==> src/utrb_pkg.sv <==
// shared constants and types for the uart ring buffer pair
package utrb_pkg;

  localparam int unsigned SEND_DEPTH = 16;
  localparam int unsigned RECV_DEPTH = 16;

  localparam int unsigned SEND_AW = (SEND_DEPTH > 1) ? $clog2(SEND_DEPTH) : 1;
  localparam int unsigned RECV_AW = (RECV_DEPTH > 1) ? $clog2(RECV_DEPTH) : 1;

  localparam int unsigned BYTE_W = 8;

  typedef logic [SEND_AW-1:0] send_ptr_t;
  typedef logic [RECV_AW-1:0] recv_ptr_t;
  typedef logic [BYTE_W-1:0]  byte_t;

  typedef enum logic [1:0] {
    CMD_RX_BYTE    = 2'd0,
    CMD_HOST_READ  = 2'd1,
    CMD_HOST_WRITE = 2'd2,
    CMD_TX_READY   = 2'd3
  } cmd_e;

endpackage

==> src/uart_tx_rx_ring_buffers.sv <==
// uart transmit and receive ring queues sharing one command port
//
//  channel   | handshake            | beat fields
//  ----------+----------------------+---------------------------------------------
//  command   | start_i / busy_o     | cmd_i, byte_value_i, parity_error_i
//  result    | done_o (strobe)      | read_data_o, read_valid_o, tx_byte_o,
//            |                      | tx_valid_o, write_accepted_o, rx_dropped_o
//
// one command per clock; its result is strobed on done_o in the following cycle.
// pointers and flags update at the accepting edge; the byte popped from either
// queue comes from the synchronous queue memory, read at that edge, with the result.
// busy_o stays low, so commands may be issued every cycle.
// reset clears pointers and marks the transmitter free; queue memories are not cleared.
// the receiver of results cannot stall; each result is present for one cycle only.
module uart_tx_rx_ring_buffers (
  input  logic       clk_i,
  input  logic       rst_ni,
  input  logic       start_i,
  output logic       busy_o,
  input  logic [1:0] cmd_i,
  input  logic [7:0] byte_value_i,
  input  logic       parity_error_i,
  output logic       done_o,
  output logic [7:0] read_data_o,
  output logic       read_valid_o,
  output logic [7:0] tx_byte_o,
  output logic       tx_valid_o,
  output logic       write_accepted_o,
  output logic       rx_dropped_o
);

  utrb_pkg::byte_t send_mem [utrb_pkg::SEND_DEPTH];
  utrb_pkg::byte_t recv_mem [utrb_pkg::RECV_DEPTH];

  utrb_pkg::send_ptr_t send_head_q, send_head_d, send_tail_q, send_tail_d;
  utrb_pkg::recv_ptr_t recv_head_q, recv_head_d, recv_tail_q, recv_tail_d;
  utrb_pkg::send_ptr_t send_head_nxt, send_tail_nxt;
  utrb_pkg::recv_ptr_t recv_head_nxt, recv_tail_nxt;
  logic tx_free_q, tx_free_d;

  logic done_q, rv_q, txv_q, tx_mem_q, acc_q, drop_q;
  logic rv_d, txv_d, tx_mem_d, acc_d, drop_d;
  utrb_pkg::byte_t byte_q;
  utrb_pkg::byte_t send_rdata_q, recv_rdata_q;

  logic accept;
  logic send_push, send_pop, recv_push, recv_pop;
  logic send_empty, recv_empty;
  utrb_pkg::cmd_e cmd;

  assign busy_o = 1'b0;
  assign accept = start_i && !busy_o;
  assign cmd    = utrb_pkg::cmd_e'(cmd_i);

  assign send_head_nxt = (send_head_q == utrb_pkg::send_ptr_t'(utrb_pkg::SEND_DEPTH - 1)) ?
                         '0 : send_head_q + 1'b1;
  assign send_tail_nxt = (send_tail_q == utrb_pkg::send_ptr_t'(utrb_pkg::SEND_DEPTH - 1)) ?
                         '0 : send_tail_q + 1'b1;
  assign recv_head_nxt = (recv_head_q == utrb_pkg::recv_ptr_t'(utrb_pkg::RECV_DEPTH - 1)) ?
                         '0 : recv_head_q + 1'b1;
  assign recv_tail_nxt = (recv_tail_q == utrb_pkg::recv_ptr_t'(utrb_pkg::RECV_DEPTH - 1)) ?
                         '0 : recv_tail_q + 1'b1;

  assign send_empty = (send_head_q == send_tail_q);
  assign recv_empty = (recv_head_q == recv_tail_q);

  always_comb begin
    send_push = 1'b0;
    send_pop  = 1'b0;
    recv_push = 1'b0;
    recv_pop  = 1'b0;
    rv_d      = 1'b0;
    txv_d     = 1'b0;
    tx_mem_d  = 1'b0;
    acc_d     = 1'b0;
    drop_d    = 1'b0;
    tx_free_d = tx_free_q;
    if (accept) begin
      unique case (cmd)
        utrb_pkg::CMD_RX_BYTE: begin
          if (parity_error_i || (recv_head_nxt == recv_tail_q)) begin
            drop_d = 1'b1;
          end else begin
            recv_push = 1'b1;
          end
        end
        utrb_pkg::CMD_HOST_READ: begin
          if (!recv_empty) begin
            recv_pop = 1'b1;
            rv_d     = 1'b1;
          end
        end
        utrb_pkg::CMD_HOST_WRITE: begin
          if (send_empty && tx_free_q) begin
            txv_d     = 1'b1;
            acc_d     = 1'b1;
            tx_free_d = 1'b0;
          end else if (send_head_nxt != send_tail_q) begin
            send_push = 1'b1;
            acc_d     = 1'b1;
          end
        end
        utrb_pkg::CMD_TX_READY: begin
          if (!send_empty) begin
            send_pop  = 1'b1;
            txv_d     = 1'b1;
            tx_mem_d  = 1'b1;
            tx_free_d = 1'b0;
          end else begin
            tx_free_d = 1'b1;
          end
        end
        default: begin
        end
      endcase
    end
  end

  assign send_head_d = send_push ? send_head_nxt : send_head_q;
  assign send_tail_d = send_pop  ? send_tail_nxt : send_tail_q;
  assign recv_head_d = recv_push ? recv_head_nxt : recv_head_q;
  assign recv_tail_d = recv_pop  ? recv_tail_nxt : recv_tail_q;

  always_ff @(posedge clk_i or negedge rst_ni) begin
    if (!rst_ni) begin
      send_head_q <= '0;
      send_tail_q <= '0;
      recv_head_q <= '0;
      recv_tail_q <= '0;
      tx_free_q   <= 1'b1;
      done_q      <= 1'b0;
      rv_q        <= 1'b0;
      txv_q       <= 1'b0;
      tx_mem_q    <= 1'b0;
      acc_q       <= 1'b0;
      drop_q      <= 1'b0;
    end else begin
      send_head_q <= send_head_d;
      send_tail_q <= send_tail_d;
      recv_head_q <= recv_head_d;
      recv_tail_q <= recv_tail_d;
      tx_free_q   <= tx_free_d;
      done_q      <= accept;
      rv_q        <= rv_d;
      txv_q       <= txv_d;
      tx_mem_q    <= tx_mem_d;
      acc_q       <= acc_d;
      drop_q      <= drop_d;
    end
  end

  always_ff @(posedge clk_i) begin
    if (accept) begin
      byte_q <= byte_value_i;
    end
  end

  // queue memories: one write and one registered read each
  always_ff @(posedge clk_i) begin
    if (send_push) begin
      send_mem[send_head_q] <= byte_value_i;
    end
    if (send_pop) begin
      send_rdata_q <= send_mem[send_tail_q];
    end
  end

  always_ff @(posedge clk_i) begin
    if (recv_push) begin
      recv_mem[recv_head_q] <= byte_value_i;
    end
    if (recv_pop) begin
      recv_rdata_q <= recv_mem[recv_tail_q];
    end
  end

  assign done_o           = done_q;
  assign read_valid_o     = rv_q;
  assign read_data_o      = rv_q ? recv_rdata_q : '0;
  assign tx_valid_o       = txv_q;
  assign tx_byte_o        = !txv_q ? '0 : (tx_mem_q ? send_rdata_q : byte_q);
  assign write_accepted_o = acc_q;
  assign rx_dropped_o     = drop_q;

  a_done_follows_beat : assert property (@(posedge clk_i) disable iff (!rst_ni)
    done_o |-> $past(start_i && !busy_o))
    else $error("result strobe without a command beat");

  a_flags_with_strobe : assert property (@(posedge clk_i) disable iff (!rst_ni)
    (read_valid_o || tx_valid_o || write_accepted_o || rx_dropped_o) |-> done_o)
    else $error("result flag outside a result beat");

  a_one_outcome : assert property (@(posedge clk_i) disable iff (!rst_ni)
    $countones({read_valid_o, tx_valid_o || write_accepted_o, rx_dropped_o}) <= 1)
    else $error("result mixes outcomes of different commands");

  a_tx_busy_after_send : assert property (@(posedge clk_i) disable iff (!rst_ni)
    tx_valid_o |-> !tx_free_q)
    else $error("transmitter marked free after a byte was handed over");

endmodule
==> config.mk <==
export PLATFORM = sky130hd
export DESIGN_NAME = uart_tx_rx_ring_buffers
export DESIGN_NICKNAME = d
export VERILOG_FILES = /design/src/utrb_pkg.sv /design/src/uart_tx_rx_ring_buffers.sv
export SDC_FILE = /design/constraint.sdc
export NUM_CORES = 1
export LEC_CHECK = 0
export ABC_AREA = 1
export BUFFER_PORTS_ARGS = -buffer_cell sky130_fd_sc_hd__buf_2
export CORE_MARGIN = 3
export CORE_UTILIZATION = 38
export CTS_CLUSTER_SIZE = 40
export DETAILED_ROUTE_END_ITERATION = 10
export RECOVER_POWER = 100
export SYNTH_ARGS = -nofsm -noshare
export SYNTH_HDL_FRONTEND = slang
export SYNTH_SLANG_ARGS = --single-unit
==> constraint.sdc <==
create_clock -name clk_i -period 2.03 [get_ports clk_i]
set_input_delay 0.1015 -clock clk_i [delete_from_list [all_inputs] [get_ports clk_i]]
set_output_delay 0.1015 -clock clk_i [all_outputs]
set_load 0.1 [all_outputs]
Yosys cells after proc, flatten, opt, wreduce, memory -nomap -nowiden
Memories as Yosys holds them, arrays and structs flattened. A register that Yosys moved wholly into a read port is not among the register bits. Cells that the tools add are included.

Logic and storage cells: 71. Bits in registers: 31. Output and inout port bits: 22. Bits in writable memories: 256. Memories: 2.

Muxes and demuxes: 36. Add/subtract/negate cells: 4. Reductions and logical operators: 5. Eq/ne operators: 12.

Memories: recv_mem (depth 16, width 8, rd ports 1, clocked after memory_dff 1, wr ports 1, line uart_tx_rx_ring_buffers.sv:33) `utrb_pkg::byte_t recv_mem [utrb_pkg::RECV_DEPTH];`; send_mem (depth 16, width 8, rd ports 1, clocked after memory_dff 1, wr ports 1, line uart_tx_rx_ring_buffers.sv:32) `utrb_pkg::byte_t send_mem [utrb_pkg::SEND_DEPTH];`.

Operators with widths (number): 2-to-1 mux 1 bit (27); 2-to-1 mux 8 bit (3); adder 4 x 1 -> 4 bit, second input constant (4); equality test 4 bit, second input constant (4); 2-to-1 mux 4 bit (4); equality test 4 bit (3); equality test 2 bit, second input constant (2); inequality test 4 bit (1); case mux 1 bit (2 select lines) (2); AND reduction 3 bit (1); equality test 2 x 1 -> 1 bit, second input constant (1); logical NOT 2 bit (1); inequality test 2 bit, second input constant (1); nonzero test 2 bit (1); logical AND 1 bit (1); logical OR 1 bit (1).

Depth between registers and ports, before layout
Gate-level depths: netlist of run 1.

Depth after elaboration: 9. Gate-level depth with buffers: 12. Depth with buffers taken out: 11.

Worst setup path after synthesis of run 1
No wires, ideal clock.

Path type: register to output. Start point: register txv_q, in the netlist tx_valid_o. End point: output tx_byte_o[0]. Stages on the path, launching flop included: 3. Data arrival time: 2.468 ns. Required time: 1.929 ns. Buffers on the path: 0. Path slack: -0.539 ns. Cell sequence: dfrtp_1 -> o21ai_0 -> nor2_1.

Longest elaborated chain between the ends: 1.

Ends and longest elaborated chain: start, declared (line uart_tx_rx_ring_buffers.sv:41) `logic done_q, rv_q, txv_q, tx_mem_q, acc_q, drop_q;`; start signal, assigned (line uart_tx_rx_ring_buffers.sv:145) `txv_q <= txv_d;`; 2-to-1 mux 8 bit (line uart_tx_rx_ring_buffers.sv:181) `assign tx_byte_o = !txv_q ? '0 : (tx_mem_q ? send_rdata_q : byte_q);`; end, declared (line uart_tx_rx_ring_buffers.sv:26) `output logic [7:0] tx_byte_o,`.

No other way between the ends.

Worst setup path in the final report of run 1
Start point: register send_head_q[1]. End point: memory send_mem[3][1] in the netlist's numbering, enable pin.

Longest elaborated chain between the ends: 9.

Ends and longest elaborated chain: start, declared (line uart_tx_rx_ring_buffers.sv:35) `utrb_pkg::send_ptr_t send_head_q, send_head_d, send_tail_q, send_tail_d;`; start signal, assigned (line uart_tx_rx_ring_buffers.sv:138) `send_head_q <= send_head_d;`; adder 4 x 1 -> 4 bit or equality test 4 bit (tied branches) (line uart_tx_rx_ring_buffers.sv:56, uart_tx_rx_ring_buffers.sv:55); 2-to-1 mux 4 bit (line uart_tx_rx_ring_buffers.sv:55) `assign send_head_nxt = (send_head_q == utrb_pkg::send_ptr_t'(utrb_pkg::SEND_DEPTH - 1)) ?`; inequality test 4 bit (line uart_tx_rx_ring_buffers.sv:98) `end else if (send_head_nxt != send_tail_q) begin`; 2-to-1 mux 1 bit (line uart_tx_rx_ring_buffers.sv:98); 2-to-1 mux 1 bit (line uart_tx_rx_ring_buffers.sv:94) `if (send_empty && tx_free_q) begin`; 2-to-1 mux 1 bit (line uart_tx_rx_ring_buffers.sv:79) `unique case (cmd)`; 2-to-1 mux 1 bit (line uart_tx_rx_ring_buffers.sv:78) `if (accept) begin`; 2-to-1 mux 1 bit (line uart_tx_rx_ring_buffers.sv:160) `if (send_push) begin`; 2-to-1 mux 1 bit (implied by the code) (line uart_tx_rx_ring_buffers.sv:161) `send_mem[send_head_q] <= byte_value_i;`; end, declared (line uart_tx_rx_ring_buffers.sv:32).

Several ways; a longest one is shown, not always the timed one.

==> impl_results.md, run 1 <==
- Status: finished, violations left
- H-Tree Depth: 1
- Cell row count: 66
- WHS Path Cells: 4
- Synthesized area: 12600 sq um
- Synth top area cells: edfxtp_1 67%, nor2_1 6.1%, o21ai_0 5.7%
- Yosys cell types: 33
- ANT cells: 0
- Final period util: 0.992
- Fraction of layout cells with a size suffix above 1: 0.202
- Net Sw Frac: 0.360
- Wire length per cell: 18.8 um
- Antenna Violating Nets Remaining: 0
- Fmax: 0.497 GHz
- # nets final: 1169
- Post-Layout Cell Count: 1608
- Latest clock arrival within the worst-skew pair: 0.55 ns
- Number of max-cap violations: 9
- First-pass GRT wire length: 46.8 mm
- Peak VDD IR: 0.786 mV
- Hold Path Origin: cmd_i[0]
- CP Capture Type: flip-flop
- Crit path kind: reg -> reg
- Type of the worst min-delay path: in -> reg
- Vias per cell: 5.15
- Clk_skew: 0.0108 ns
- Combinational power share: 0.343
- Dpl cells: 1532
- Endpoints failing hold: 0
- Post-synth top flop: edfxtp_1
- Hold EP: rx_dropped_o
- #FFs+latches synth: 303
- CP Launch Point: send_head_q[1]
- Reg-to-reg startpoint: send_head_q[1]
- Max_slew headroom: -0.314
- Core area: 32700 sq um
- Pint: 12.9 mW
- Detail Placement HPWL: 18.7 mm
- Cell taking the most area after synthesis: edfxtp_1
- CP startpoint kind: flip-flop
- Max FO, Critical Path: 8
- CTS tree: done
- Initial DRC Count: 624
- Num CTS Buffers: 31
- Largest net degree at the start of global routing: 55
- Die area: 35500 sq um
- Ports: 36
- Net count after synthesis: 1076
- Yosys top cell area share: 0.665
- Leak: 5.26 nW
- IO buf count: 34
- Via count: 8286
- Failing checks: capacitance limit, slew limit
- Clock root buffer: clkbuf_16
- Number of flops mapped to enable cells by yosys: 280
- Bufs on Longest Clock Path: 3
- Syn Inst Count: 1050
- Final setup fails: 0
- Async SR Flop Fraction: 0.0759
- Gp weighted congestion: 0.867
- Pre-CTS WS: -0.0733 ns
- 1st-pass router iterations: 5
- Critical path required time: 2.25 ns
- DRC: 0
- RSZ-0062 raised after global routing: true
- RR Endpoint: send_mem[3][1]
- Sequential area share after synthesis: 0.711
- Clock-pin slew on the worst setup and hold paths: 0.06 ns
- Die Ht: 188 um
- Yosys warning total: 0
- CTS sink count: 303
- Overall Global Routing Usage: 0.169
- Post-Route WL: 30.3 mm
- Synth Area per Inst: 12.0 sq um
- Initial Util: 0.387
- Critical path data arrival time: 2.24 ns
- R2R depth: 11
- Min Tclk post-route: 2.01 ns
- P_sw: 7.26 mW
- Worst Tran Pin Value: 1.97 ns
- R2r setup slk: 0.02 ns
- Layout area overhead: 20.1%
- Slew Viols, Final: 296
- Clk pwr share: 0.278
- PwrDens: 1330 nW/um^2
- Die span in x: 188 um
- Sequential share of power: 0.379
- Antenna violations before repair: 0
- Setup WS post-layout: 0.0170 ns
- Remaining Overflow, GRT: 0
- Vias in the first global route: 8224
cells by family (layout without fill, tap and decap cells):
family                   count (synthesis)  count (layout)  share of synthesized area
adder cells (fa/ha/maj)                 12              12                     0.0119
AND/OR/NAND/NOR                        407             407                      0.137
XOR/XNOR                                13              13                    0.00901
buffers and inverters                  101             217                     0.0353
flip-flops                             303             303                      0.711
other                                    1               1                   0.000297
AO/OA/AOI/OAI                          213             213                     0.0954
layout by cell type, fill, tap and decap left out, types with 13 or more instances in the layout:
cell	n
inv_1	31
nor2_4	28
buf_4	54
o211ai_1	23
dfrtp_1	17
nand3_1	46
edfxtp_1	280
nand4_1	13
o21ai_0	143
nor2_1	175
o22ai_1	32
buf_2	14
nor2_2	13
clkbuf_1	17
nand2_2	16
nand2_1	109
clkbuf_16	31
per-stage QoR:
step	instance area [sq um]	TNS, ns	power (mW)	util	hold slack (ns)
2_1_floorplan	12800	-5.66	12.0	-	-0.194
3_3_place_gp	13800	-0.899	14.2	0.423	0.175
3_5_place_dp	13800	-4.59	14.2	0.423	0.181
4_1_cts	15000	0	20.0	0.458	0.0874
5_1_grt	15200	-2.78	21.2	0.464	0.137
6_report	15200	0	20.2	0.464	0.107
power by group through the flow:
stage | clock (mW) | combinational (mW) | sequential, mW
after floorplan | 0 | 4.31 | 7.67
after global placement | 0 | 6.51 | 7.72
after detailed placement | 0 | 6.51 | 7.72
after CTS | 5.73 | 6.63 | 7.60
after global routing | 5.96 | 7.60 | 7.68
final | 5.60 | 6.92 | 7.64
layout make-up:
type	instances	area, sq um
fillers	2964	17500
flip-flops and latches	303	8990
multi-input cells	646	3510
repair buffers	114	943
clock buffers	37	798
well taps	442	553
clock inverters	19	203
inverters	47	183
sequential cells by signal, indices dropped and copies added (netlist names):
name              cells
recv_tail_q           4
recv_head_q           4
write_accepted_o      1
tx_mem_q              1
rx_dropped_o          1
tx_valid_o            1
recv_mem            128
done_o                1
byte_q                8
tx_free_q             1
send_rdata_q          8
send_tail_q           4
send_mem            128
recv_rdata_q          8
read_valid_o          1
send_head_q           4
how the worst max path moves through the flow:
stage          slack, ns  depth (start not counted)              end
6_report            0.02                         11   send_mem[3][1]
5_1_grt            -0.07                          9   recv_mem[0][6]
4_1_cts             0.01                         11  send_mem[11][7]
3_5_place_dp       -0.07                          8   recv_mem[4][3]
3_3_place_gp       -0.04                          8   recv_mem[4][7]
2_1_floorplan      -0.12                          8   recv_mem[8][0]
metal layers:
metal  wire (um)  part of all wire  global-route usage
met5           0                 0                   0
met3        1500             0.049              0.0234
met1       13200              0.44               0.229
met4         975             0.032              0.0567
met2       14600              0.48               0.281
synthesized netlist by cell type, drive strengths merged (9+ instances only):
cell,count
o21ai,145
nand4,13
xor2,9
nand3,51
inv,44
edfxtp,280
nand2,126
o221ai,9
ha,12
dfrtp,22
o211ai,23
clkbuf,27
buf,27
o22ai,32
nor2,216
worst max-delay path, cell delays in order, from the launching register on:
cell,delay (ns)
dfrtp_2,0.48
ha_4,0.19
inv_1,0.05
nand2_1,0.08
nand2_2,0.11
nand2_2,0.06
nand3_2,0.08
nor2_4,0.04
nand2_4,0.07
nand3_4,0.09
buf_12,0.17
nor2_4,0.25
timing repair:
item	CTS	global route
pin swaps	5	15
endpoints found under the setup margin	168	274
hold endpoints to repair	34	0
gates resized for setup	6	44
buffers inserted	5	10
hold buffers	5	0
No activity file was read; power rests on OpenSTA's default activity.
==> run 2: changes to the inputs <==
- PLACE_DENSITY: not set -> 0.59
==> run 2 against run 1 <==
Compared with the run above: the flow still finishes with violations (capacitance limit, slew limit); first-iteration DRC count shrank 5.8%; final cell count down 0.12%; non-clock buffer count decreased by 2; global-route usage decreased by 0.22 points; via count decreased by 0.54%; sequential cell count unchanged; critical path depth unchanged; critical endpoint is now recv_mem[13][6]; design area decreased by 0.36%; clock power decreased by 6.1%; largest cell class unchanged; total power down 2.0%; clock skew hardly changed.
==> impl_results.md, run 2 (same netlist as run 1, synthesis figures left out) <==
- Min Tclk post-route: 2.00 ns (was 2.01 ns)
- Endpoints failing hold: 0 (unchanged)
- Die area: 35500 sq um (unchanged)
- Num CTS Buffers: 31 (unchanged)
- RSZ-0062 raised after global routing: true (unchanged)
- Die span in x: 188 um (unchanged)
- Final period util: 0.984 (was 0.992)
- Max_slew headroom: -0.388 (was -0.314)
- Detail Placement HPWL: 18.6 mm (was 18.7 mm)
- Most frequent cells in the layout: 280 x edfxtp_1, 177 x nor2_1, 143 x o21ai_0 (was 280 x edfxtp_1, 175 x nor2_1, 143 x o21ai_0)
- Antenna Violating Nets Remaining: 0 (unchanged)
- Vias in the first global route: 8082 (was 8224)
- Clock-pin slew on the worst setup and hold paths: 0.07 ns (was 0.06 ns)
- P_sw: 7.13 mW (was 7.26 mW)
- Cell row count: 66 (unchanged)
- Fill count: 2975 (was 2964)
- Status: finished, violations left (unchanged)
- Fraction of layout cells with a size suffix above 1: 0.198 (was 0.202)
- DRC: 0 (unchanged)
- Layout area overhead: 19.6% (was 20.1%)
- First-pass GRT wire length: 46.5 mm (was 46.8 mm)
- Clk pwr share: 0.266 (was 0.278)
- Min Hold Slack: 0.493 ns (was 0.107 ns)
- Peak VDD IR: 0.866 mV (was 0.786 mV)
- Wire length per cell: 18.7 um (was 18.8 um)
- Dpl cell area: 13900 sq um (was 13800 sq um)
- Clock root buffer: clkbuf_16 (unchanged)
- Pre-CTS WS: -0.00983 ns (was -0.0733 ns)
- Critical path data arrival time: 2.24 ns (about the same)
- ANT cells: 0 (unchanged)
- Combinational power share: 0.346 (was 0.343)
- Max FO, Critical Path: 8 (unchanged)
- IO buf count: 34 (unchanged)
- 1st-pass router iterations: 5 (unchanged)
- Ports: 36 (unchanged)
- Reg-to-reg startpoint: recv_head_q[0] (was send_head_q[1])
- Overall Global Routing Usage: 0.166 (was 0.169)
- Post-Route WL: 30.0 mm (was 30.3 mm)
- CTS tree: done (unchanged)
- Type of the worst min-delay path: reg -> reg (was in -> reg)
- H-Tree Depth: 1 (unchanged)
- Remaining Overflow, GRT: 0 (unchanged)
- Die Ht: 188 um (unchanged)
- Via count: 8241 (was 8286)
- Initial Util: 0.387 (unchanged)
- Number of max-cap violations: 9 (unchanged)
- Pint: 12.6 mW (was 12.9 mW)
- Largest regs: recv_mem: 128 flops, send_mem: 128 flops (unchanged)
- CTS sink count: 303 (unchanged)
- Clk_skew: 0.0106 ns (was 0.0108 ns)
- Worst Tran Pin Value: 2.08 ns (was 1.97 ns)
- Net Sw Frac: 0.361 (was 0.360)
- Latest clock arrival within the worst-skew pair: 0.54 ns (was 0.55 ns)
- Slew Viols, Final: 296 (unchanged)
- Sequential share of power: 0.388 (was 0.379)
- Largest net degree at the start of global routing: 67 (was 55)
- Leak: 5.21 nW (was 5.26 nW)
- PwrDens: 1310 nW/um^2 (was 1330 nW/um^2)
- Initial DRC Count: 588 (was 624)
- Antenna violations before repair: 0 (unchanged)
- Final setup fails: 0 (unchanged)
- Bufs on Longest Clock Path: 3 (unchanged)
- Most common cell after layout, fill and taps aside: edfxtp_1 (unchanged)
- Fmax: 0.501 GHz (was 0.497 GHz)
- Vias per cell: 5.13 (was 5.15)
- Gp weighted congestion: 0.885 (was 0.867)
- Setup WS post-layout: 0.0332 ns (was 0.0170 ns)
- Core area: 32700 sq um (unchanged)
- Hold Path Origin: tx_free_q (was cmd_i[0])
- CP Capture Type: flip-flop (unchanged)
- CP Launch Point: recv_head_q[0] (was send_head_q[1])
- Crit path kind: reg -> reg (unchanged)
- Cell area after layout: 15100 sq um (was 15200 sq um)
- CP startpoint kind: flip-flop (unchanged)
- Failing checks: capacitance limit, slew limit (unchanged)
- Total power draw: 19.8 mW (was 20.2 mW)
- # nets final: 1167 (was 1169)
- Setup_tns: 0 ns (unchanged)
- Critical path required time: 2.28 ns (was 2.25 ns)
-- run 2: cell count changes in the layout (fill, tap and decap cells not counted), sizes merged --
cell | previous run | this run
buf | 87 | 82
inv | 42 | 40
clkbuf | 59 | 66
clkinvlp | 2 | 3
clkinv | 18 | 16
bufinv | 4 | 2
dlygate4sd3 | 5 | 6
-- run 2: timing repair --
action	in CTS	in global routing
hold buffers	6	0
setup endpoints to repair	59	275
hold endpoints to repair	29	0
setup buffers	4	5
pin swaps	8	15
resized for setup	8	46
-- run 2: critical path, cell delays in order (launching register included) --
cell	delay, ns
dfrtp_2	0.45
ha_4	0.18
inv_1	0.05
nand2_1	0.07
nand2_2	0.07
nand2_2	0.06
nand2_2	0.06
nand2_2	0.06
nand3_4	0.12
nand4_1	0.24
nor2_1	0.17
buf_4	0.18
-- run 2: worst paths after layout --
kind                                   end  slack (ns)  cells after the start
max                        recv_mem[13][6]        0.03                     11
min                              tx_free_q        0.49                      2
max reg2reg                recv_mem[13][6]        0.03                     11
min reg2reg                      tx_free_q        0.49                      2
max in group asynchronous   send_head_q[0]        0.33                      2
min in group asynchronous     rx_dropped_o        0.54                      2
-- run 2: layout make-up --
cell class | instances | area [sq um] | area share
repair buffers | 112 | 931 | 0.0616
inverters | 47 | 186 | 0.0123
clock inverters | 14 | 114 | 0.00753
flip-flops and latches | 303 | 8990 | 0.595
well taps | 442 | 553 | 0.0366
multi-input cells | 646 | 3530 | 0.233
clock buffers | 42 | 817 | 0.0540
-- run 2: metal layers --
metal  vias up  GRT usage  routed length [um]
met5         -          0                   0
met2       239      0.275               14400
met4         0     0.0481                 829
li1       3927          -                   -
met1      4023      0.234               13300
met3        52     0.0192                1550
-- run 2: power groups by stage --
stage               clock network, mW  registers, mW  logic (mW)
global route                     5.62           7.72        7.52
CTS                              5.35           7.61        6.59
floorplan                           0           7.67        4.31
finish                           5.26           7.67        6.84
detailed placement                  0           7.73        6.46
global placement                    0           7.73        6.46
-- run 2: metrics by stage --
stage | utilization | std cells
after floorplan | - | 1050
after global placement | 0.425 | 1535
after detailed placement | 0.425 | 1535
after CTS | 0.457 | 1601
after global routing | 0.462 | 1606
final | 0.462 | 1606
==> run 3: changes to the inputs <==
- PLACE_DENSITY: 0.59 -> 0.57
- RECOVER_POWER: 100 -> not set
- clock period: 2.03 -> 2.3 ns (I/O delays scaled with it)
==> run 3 against run 2 <==
Compared with the run above: the flow now finishes without violations; global-route usage is 0.74 points higher; highest routed layer unchanged; utilization fell by 1.2 points; routed wire length rose by 2.1%; final cell count shrank 0.44%; design area fell by 2.6%; non-clock buffer count decreased by 12; sequential cell count unchanged; critical path depth fell by 1; largest cell class unchanged; critical path type unchanged.
==> impl_results.md, run 3 (same netlist as run 1, synthesis figures left out) <==
- # nets final: 1158 (was 1167)
- Most frequent cells in the layout: 280 x edfxtp_1, 197 x nor2_1, 143 x o21ai_0 (was 280 x edfxtp_1, 177 x nor2_1, 143 x o21ai_0)
- Fraction of layout cells with a size suffix above 1: 0.167 (was 0.198)
- Num CTS Buffers: 34 (was 31)
- Detail Placement HPWL: 19.1 mm (was 18.6 mm)
- Die Ht: 188 um (unchanged)
- Layout area overhead: 16.6% (was 19.6%)
- Reg-to-reg startpoint: send_head_q[0] (was recv_head_q[0])
- Min Hold Slack: 0.0491 ns (was 0.493 ns)
- Largest net degree at the start of global routing: 47 (was 67)
- Max FO, Critical Path: 8 (unchanged)
- Final period util: 0.940 (was 0.984)
- Crit path to: send_mem[12][2] (was recv_mem[13][6])
- CP Capture Type: flip-flop (unchanged)
- Overall Global Routing Usage: 0.174 (was 0.166)
- Total power draw: 17.5 mW (was 19.8 mW)
- Max_slew headroom: 0.410 (was -0.388)
- CTS tree: done (unchanged)
- Largest regs: recv_mem: 128 flops, send_mem: 128 flops (unchanged)
- Peak VDD IR: 0.638 mV (was 0.866 mV)
- Cell area after layout: 14700 sq um (was 15100 sq um)
- Status: finished clean (was finished, violations left)
- Worst Tran Pin Value: 0.885 ns (was 2.08 ns)
- Critical path required time: 2.51 ns (was 2.28 ns)
- Remaining Overflow, GRT: 0 (unchanged)
- Post-route core utilization: 0.451 (was 0.462)
- Crit path kind: reg -> reg (unchanged)
- Cell row count: 66 (unchanged)
- Die area: 35500 sq um (unchanged)
- CP startpoint kind: flip-flop (unchanged)
- Initial Util: 0.387 (unchanged)
- DRC: 0 (unchanged)
- Leak: 5.26 nW (was 5.21 nW)
- ANT cells: 0 (unchanged)
- Post-Route WL: 30.7 mm (was 30.0 mm)
- Vias in the first global route: 8137 (was 8082)
- IO buf count: 34 (unchanged)
- Critical path data arrival time: 2.37 ns (was 2.24 ns)
- Ports: 36 (unchanged)
- Latest clock arrival within the worst-skew pair: 0.50 ns (was 0.54 ns)
- PwrDens: 1190 nW/um^2 (was 1310 nW/um^2)
- R2R depth: 10 (was 11)
- Type of the worst min-delay path: in -> reg (was reg -> reg)
- Number of max-cap violations: 0 (was 9)
- Antenna Violating Nets Remaining: 0 (unchanged)
- Endpoints failing hold: 0 (unchanged)
- Antenna violations before repair: 0 (unchanged)
- Post-Layout Cell Count: 1599 (was 1606)
- CP Launch Point: send_head_q[0] (was recv_head_q[0])
- R2r setup slk: 0.14 ns (was 0.03 ns)
- Final setup fails: 0 (unchanged)
- Core area: 32700 sq um (unchanged)
- Clk_skew: 0.00914 ns (was 0.0106 ns)
- Gp weighted congestion: 0.843 (was 0.885)
- Via count: 8175 (was 8241)
- Wire length per cell: 19.2 um (was 18.7 um)
- First-pass GRT wire length: 48.2 mm (was 46.5 mm)
- Clock root buffer: clkbuf_16 (unchanged)
- Hold Path Origin: parity_error_i (was tx_free_q)
- Clock-pin slew on the worst setup and hold paths: 0.06 ns (was 0.07 ns)
- H-Tree Depth: 2 (was 1)
- CTS sink count: 303 (unchanged)
- Initial DRC Count: 679 (was 588)
- 1st-pass router iterations: 5 (unchanged)
- Most common cell after layout, fill and taps aside: edfxtp_1 (unchanged)
- Min Tclk post-route: 2.16 ns (was 2.00 ns)
- RR Endpoint: send_mem[12][2] (was recv_mem[13][6])
- Fmax: 0.463 GHz (was 0.501 GHz)
- Dpl cell area: 13600 sq um (was 13900 sq um)
- Dpl cells: 1532 (was 1535)
- Bufs on Longest Clock Path: 3 (unchanged)
- Slew Viols, Final: 0 (was 296)
- Die span in x: 188 um (unchanged)
- Vias per cell: 5.11 (was 5.13)
## run 3: cell count changes in the layout (fill, tap and decap cells not counted), moves of 8 or more
cell      change
buf_2        +23
nand2_2       -9
nor2_1       +20
clkbuf_4      -8
buf_12       -10
nand2_1      +10
clkbuf_1     -20
inv_1         +9
nor2_4       -26
## run 3: worst max-delay path: stages (launching register included)
cell and delay (ns):
dfrtp_1 0.47, inv_1 0.10, ha_1 0.33, xnor2_1 0.13, nand3_1 0.08, nor2_1 0.06, nand2_2 0.08, buf_4 0.14
nand4_1 0.16, nor2_1 0.14, buf_4 0.19
## run 3: cell type report
type / count / area, sq um
clock buffer: 39 / 933
clock inverter: 22 / 161
fill: 3038 / 18000
inverter: 47 / 179
multi-input combinational: 646 / 3230
sequential: 303 / 8990
tap: 442 / 553
timing repair buffer: 100 / 688
## run 3: worst min-delay path by stage
stage | endpoint | slack (ns) | depth (start not counted)
2_1_floorplan | done_o | -0.18 | 0
3_3_place_gp | rx_dropped_o | 0.19 | 1
3_5_place_dp | rx_dropped_o | 0.20 | 1
4_1_cts | rx_dropped_o | 0.04 | 3
5_1_grt | rx_dropped_o | 0.08 | 3
6_report | rx_dropped_o | 0.05 | 3
## run 3: per-stage QoR
| step | setup TNS [ns] | worst slack [ns] |
|---|---|---|
| CTS | 0 | 0.0405 |
| detailed placement | 0 | 0.0657 |
| floorplan | 0 | 0.0820 |
| global placement | 0 | 0.103 |
| global route | -0.0000440 | -0.0000440 |
| finish | 0 | 0.138 |
## run 3: repair_timing
action,in CTS,in global routing
resized for setup,0,1
endpoints found under the hold margin,24,0
setup buffers,0,2
hold buffers,4,0
endpoints found under the setup margin,0,128
## run 3: report_power, final
group          internal (mW)  total [mW]  switching [mW]
clock                   3.14        5.28            2.14
combinational           1.64        5.46            3.82
sequential              6.42        6.73           0.314
## run 3: routing by layer
metal	GRT usage	up-vias	part of all wire
met4	0.0622	0	0.035
li1	-	3907	-
met2	0.278	239	0.47
met1	0.244	3963	0.45
met5	0	-	0
met3	0.0260	66	0.048
